**src/design/coo_to_csc_builder_assert.svh**
```systemverilog
// Assertion macros shared by the RTL files.
// Each expects clk and rst_n in the scope where it is used.
`ifndef COO_TO_CSC_BUILDER_ASSERT_SVH
`define COO_TO_CSC_BUILDER_ASSERT_SVH

// Same-cycle implication.
`define CTCB_ASSERT_IMP(lbl, ante, cons) \
  lbl: assert property (@(posedge clk) disable iff (!rst_n) (ante) |-> (cons)) \
    else $error("ctcb assertion failed");

// Next-cycle implication.
`define CTCB_ASSERT_NXT(lbl, ante, cons) \
  lbl: assert property (@(posedge clk) disable iff (!rst_n) (ante) |=> (cons)) \
    else $error("ctcb assertion failed");

`endif

```
**src/design/ctcb_pkg.sv**
```systemverilog
package ctcb_pkg;

  localparam int MAX_VERTICES_DEF = 1024;
  localparam int MAX_EDGES_DEF    = 1024;

  localparam int CFG_IDX_W  = 1;
  localparam int CFG_DATA_W = 32;

  localparam logic [CFG_IDX_W-1:0] CFG_VERTEX_BASE  = 1'd0;
  localparam logic [CFG_IDX_W-1:0] CFG_VERTEX_COUNT = 1'd1;

  localparam logic [1:0] CMD_LOAD     = 2'd0;
  localparam logic [1:0] CMD_READ_OFF = 2'd1;
  localparam logic [1:0] CMD_READ_ROW = 2'd2;

  localparam logic [2:0] ST_OK        = 3'd0;
  localparam logic [2:0] ST_DST_RANGE = 3'd1;
  localparam logic [2:0] ST_FULL      = 3'd2;
  localparam logic [2:0] ST_INDEX     = 3'd3;
  localparam logic [2:0] ST_NOT_BUILT = 3'd4;

  // Commands from controller to datapath
  typedef struct packed {
    logic accept;
    logic clr;
    logic cnt_a;
    logic cnt_b;
    logic cnt_c;
    logic pfx_a;
    logic pfx_b;
    logic sct_a;
    logic sct_b;
    logic sct_c;
    logic rd_done;
    logic build_done;
  } ctcb_cmd_t;

  // Status from datapath to controller
  typedef struct packed {
    logic out_free;
    logic need_read;
    logic need_build;
    logic idx_at_mv;
    logic idx_at_end;
    logic edges_zero;
  } ctcb_sts_t;

endpackage

```
**src/design/ctcb_ctrl.sv**
```systemverilog
`include "coo_to_csc_builder_assert.svh"

module ctcb_ctrl (
  input  logic              clk,
  input  logic              rst_n,
  input  logic              in_valid,
  output logic              in_ready,
  input  ctcb_pkg::ctcb_sts_t sts,
  output ctcb_pkg::ctcb_cmd_t cmd
);
  import ctcb_pkg::*;

  typedef enum logic [3:0] {
    S_IDLE, S_RD_WAIT, S_CLR, S_CNT_A, S_CNT_B, S_CNT_C,
    S_PFX_A, S_PFX_B, S_SCT_A, S_SCT_B, S_SCT_C, S_FIN
  } state_t;

  state_t state_r, state_nxt;

  assign in_ready = (state_r == S_IDLE) && sts.out_free;

  // Decode commands and next state
  always_comb begin
    cmd = '0;
    state_nxt = state_r;
    case (state_r)
      S_IDLE: begin
        if (in_valid && in_ready) begin
          cmd.accept = 1'b1;
          if (sts.need_build) begin
            state_nxt = S_CLR;
          end else if (sts.need_read) begin
            state_nxt = S_RD_WAIT;
          end
        end
      end
      S_RD_WAIT: begin
        cmd.rd_done = 1'b1;
        state_nxt = S_IDLE;
      end
      S_CLR: begin
        cmd.clr = 1'b1;
        if (sts.idx_at_mv) begin
          state_nxt = sts.edges_zero ? S_PFX_A : S_CNT_A;
        end
      end
      S_CNT_A: begin
        cmd.cnt_a = 1'b1;
        state_nxt = S_CNT_B;
      end
      S_CNT_B: begin
        cmd.cnt_b = 1'b1;
        state_nxt = S_CNT_C;
      end
      S_CNT_C: begin
        cmd.cnt_c = 1'b1;
        state_nxt = sts.idx_at_end ? S_PFX_A : S_CNT_A;
      end
      S_PFX_A: begin
        cmd.pfx_a = 1'b1;
        state_nxt = S_PFX_B;
      end
      S_PFX_B: begin
        cmd.pfx_b = 1'b1;
        if (sts.idx_at_mv) begin
          state_nxt = sts.edges_zero ? S_FIN : S_SCT_A;
        end else begin
          state_nxt = S_PFX_A;
        end
      end
      S_SCT_A: begin
        cmd.sct_a = 1'b1;
        state_nxt = S_SCT_B;
      end
      S_SCT_B: begin
        cmd.sct_b = 1'b1;
        state_nxt = S_SCT_C;
      end
      S_SCT_C: begin
        cmd.sct_c = 1'b1;
        state_nxt = sts.idx_at_end ? S_FIN : S_SCT_A;
      end
      S_FIN: begin
        cmd.build_done = 1'b1;
        state_nxt = S_IDLE;
      end
      default: begin
        state_nxt = S_IDLE;
      end
    endcase
  end

  // Hold state
  always_ff @(posedge clk) begin
    if (!rst_n) begin
      state_r <= S_IDLE;
    end else begin
      state_r <= state_nxt;
    end
  end

  `CTCB_ASSERT_NXT(a_build_starts, cmd.accept && sts.need_build, state_r == S_CLR)
  `CTCB_ASSERT_NXT(a_read_one_wait, state_r == S_RD_WAIT, state_r == S_IDLE)
  `CTCB_ASSERT_NXT(a_fin_returns, state_r == S_FIN, state_r == S_IDLE)
  `CTCB_ASSERT_IMP(a_no_accept_busy, in_ready, !cmd.clr && !cmd.sct_c && !cmd.rd_done)

endmodule

```
**config.mk**
```make
export PLATFORM = sky130hd
export DESIGN_NAME = ctcb_ctrl
export DESIGN_NICKNAME = d
export VERILOG_FILES = /design/src/design/ctcb_pkg.sv /design/src/design/ctcb_ctrl.sv
export VERILOG_INCLUDE_DIRS = /design/src /design/src/design
export SDC_FILE = /design/constraint.sdc
export NUM_CORES = 1
export LEC_CHECK = 0
export ABC_AREA = 1
export BUFFER_PORTS_ARGS = -buffer_cell sky130_fd_sc_hd__buf_2
export CAP_MARGIN = 20
export CORE_AREA = 2 2 39 41
export DETAILED_ROUTE_END_ITERATION = 16
export DIE_AREA = 0 0 41 43
export SETUP_SLACK_MARGIN = 0.05
export SYNTH_ARGS = -nofsm -noshare
export SYNTH_HDL_FRONTEND = slang
export SYNTH_SLANG_ARGS = --single-unit
```
**constraint.sdc**
```tcl
create_clock -name clk -period 1.4 [get_ports clk]
set_clock_uncertainty 0.05 [all_clocks]
set_input_delay 0.42 -clock clk [delete_from_list [all_inputs] [get_ports clk]]
set_output_delay 0.42 -clock clk [all_outputs]
set_load 0.005 [all_outputs]
```
==> impl_metrics.ini <==
[detailed_routing]
route.detailed.drc = 0
final_antenna_net_count = 0
dr.pass1.iters = 4
routed_via_density = 4.841
wire_per_inst_um = 11.28
drt_iter0_drc = 21
postRouteWirelength_um = 1636
vias = 702

[critical_path]
crit_path_end = cmd[0]
rrSetupSlack_ns = 0.01
reg2reg_depth = 11
worstPathArrival_ns = 1.11
start_kind = flip-flop
end_kind = output port
reg2reg_to = state_r[0]
r2r-start = state_r[2]
path_max_fanout = 3
worstPathRequired_ns = 0.93
crit_type = flip-flop to output port
setup.worst_path.start = state_r[2]

[final_layout]
largest_register = state_r
multi_input_area_um2 = 407.9
diodes = 0
largest_reg_flops = 4
final_area_um2 = 919.6
nFillCells = 112
finalNetCount = 140
drive_above_1_share_pct = 63.57
register_area_um2 = 87.58
synthToLayoutAreaGrowth_pct = 99.73
top_regs = state_r (4)

[power_and_ir_drop]
ir_drop_mv = 0.4289
clkPwrFrac_pct = 31.6
p_switching_mw = 0.1497
switching_share_pct = 32.83
p_leak_nw = 0.4905
seqPwrFrac_pct = 27.5
p_comb_share_pct = 40.8
power_density_nw_per_um2 = 495.7
p_int_mw = 0.3062

[synth]
ys.flop_type = dfxtp_1
syn_area_um2 = 460.4
synthMuxAreaShare_pct = 0
synthCells = 82
synth-xor-area-share_pct = 0
synthArstFlopShare_pct = 0
ys_types = 19
synthSimpleGateAreaFrac_pct = 62.23
synth_compound_area_share_pct = 7.337
synth_area_leader_cell = dfxtp_1
synth_top_area_share_pct = 17.39
yosysSeqAreaShare_pct = 17.39
synth_fa_ha_area_share_pct = 0
synth_area_leaders = dfxtp_1 17%, nand2_1 14%, nor2_1 12%, inv_1 11%, nor2_2 8.2%
ys_ff_latch = 4
synth_edf_count = 0
syn_nets = 91
ys_warn_count = 0
avgSynthCellArea_um2 = 5.615
synth_top_family_by_area = simple AND/OR/NAND/NOR gates

[global_routing]
grt_start_max_net_pins = 8
grt_pass1_vias = 569
antenna_found_initial = 0
grt_pass1_wl_um = 2242
track_usage_pct = 18.54
grt_remaining_overflow = 0

[floorplanning]
die_area_um2 = 1763
num_rows = 14
coreArea_um2 = 1384
initial_core_util_pct = 33.27
fp.dieW_um = 41
dieHeight_um = 43
io_pins = 22

[sta]
drv_slew = 0
fin_crit_sh_pct = 112.7
period_needed_ns = 1.578
rsz0062_at_grt = true
worst_pin_slew_ns = 0.1677
fmax_ghz = 0.6336
fin_tns_setup_ns = -1.809
hold_viol_final = 0
setup_slack_ns = -0.1782
timing.hold.ws_ns = 0.4075
setup_viol = 13
maxSlewHeadroom_pct = 88.74

[run_status]
violations = setup timing
outcome = complete, but fails checks

[clock_network]
cts_tree = done
clkSlewWorstSetupHoldPaths_ns = 0.04
root_buffer = clkbuf_4
clk-insertion-delay-late_ns = 0.24
holdBufCountCts = 0
cts_max_level = 1
numCtsBuffers = 3
clock_path_buffers = 2
clock_sinks = 4

[placement]
place_hpwl_um = 971.8
place_congestion = 0.8414
portBuffers = 21
placed_area_um2 = 648.1

[worst_hold_path]
whs_path_depth = 3
hp-class = primary input to flip-flop

[flow_run]
drv_cap = 0
-- cell type report --
type / count / share of cell area [%]
clock buffers: 3 / 2.449
inverters: 16 / 7.619
multi-input cells: 62 / 44.35
flip-flops and latches: 4 / 9.524
well taps: 16 / 2.177
repair buffers: 44 / 33.88
-- how the worst min path moves through the flow --
stage	slack, ns	start	to
floorplan	0.53	sts[2]	state_r[3]
global placement	0.58	state_r[2]	state_r[1]
detailed placement	0.58	state_r[2]	state_r[1]
CTS	0.40	rst_n	state_r[0]
global route	0.41	rst_n	state_r[0]
finish	0.41	rst_n	state_r[0]
-- cell usage in the layout (no fill, tap or decap) --
| cell | n |
|---|---|
| nor2_2 | 2 |
| nand3_2 | 1 |
| nand3b_1 | 1 |
| buf_4 | 14 |
| inv_2 | 3 |
| nand4_1 | 1 |
| dfxtp_2 | 3 |
| nand3_1 | 5 |
| buf_6 | 9 |
| nand3_4 | 2 |
| nor2_4 | 9 |
| nor3b_2 | 1 |
| dfxtp_4 | 1 |
| o21ai_0 | 1 |
| nand2_4 | 3 |
| inv_1 | 9 |
| nand2_1 | 12 |
| o21ai_1 | 2 |
| nor2_1 | 13 |
| nand2_2 | 5 |
| nor3_1 | 1 |
| a21oi_1 | 2 |
| a21oi_2 | 1 |
| clkbuf_4 | 3 |
| buf_2 | 21 |
| inv_4 | 4 |
-- through the flow --
step	total power, mW	setup slack (ns)	util (%)	instances
after floorplan	0.1949	0.05289	-	82
after global placement	0.2425	-0.001725	46.84	127
after detailed placement	0.2432	-0.01600	46.84	127
after CTS	0.4311	-0.1634	59.95	143
after global routing	0.4847	-0.2211	66.46	145
final	0.4559	-0.1782	66.46	145
-- synth_stat cells, types with 2 or more instances --
cell type / count
inv_2: 3
dfxtp_1: 4
a21oi_1: 2
nor2_2: 6
nand2_2: 2
nor2_4: 3
inv_1: 13
nor2_1: 15
nand3_1: 7
o21ai_1: 2
nand2_1: 17
-- repair_timing --
| item | in CTS | in global routing |
|---|---|---|
| pin swaps | 10 | 14 |
| buffers inserted | 13 | 4 |
| endpoints found under the setup margin | 13 | 16 |
| gates resized for setup | 22 | 19 |
| gates cloned | 0 | 0 |
-- critical path, stage by stage (launching register included) --
cell,delay (ns)
dfxtp_2,0.33
buf_6,0.13
nor2_4,0.15
inv_2,0.06
nor2_1,0.08
buf_2,0.12
-- layer usage --
metal / up-vias / wire length [µm] / GRT usage [%]
met5: - / 0 / 0
met2: 29 / 867 / 29.38
met3: 4 / 92 / 5.759
li1: 348 / - / -
met1: 321 / 639 / 22.04
met4: 0 / 37 / 7.333
-- logic make-up after synthesis --
| family | Yosys count |
|---|---|
| compound gates | 6 |
| simple gates | 56 |
| flops | 4 |
| buf+inv | 16 |
-- power groups by stage --
stage	clock [mW]	sequential (mW)	combinational (mW)
finish	0.144	0.125	0.186
global route	0.156	0.126	0.202
CTS	0.145	0.127	0.159
detailed placement	0	0.125	0.118
global placement	0	0.125	0.117
floorplan	0	0.126	0.0685
Power figures use the tool's default switching activity.
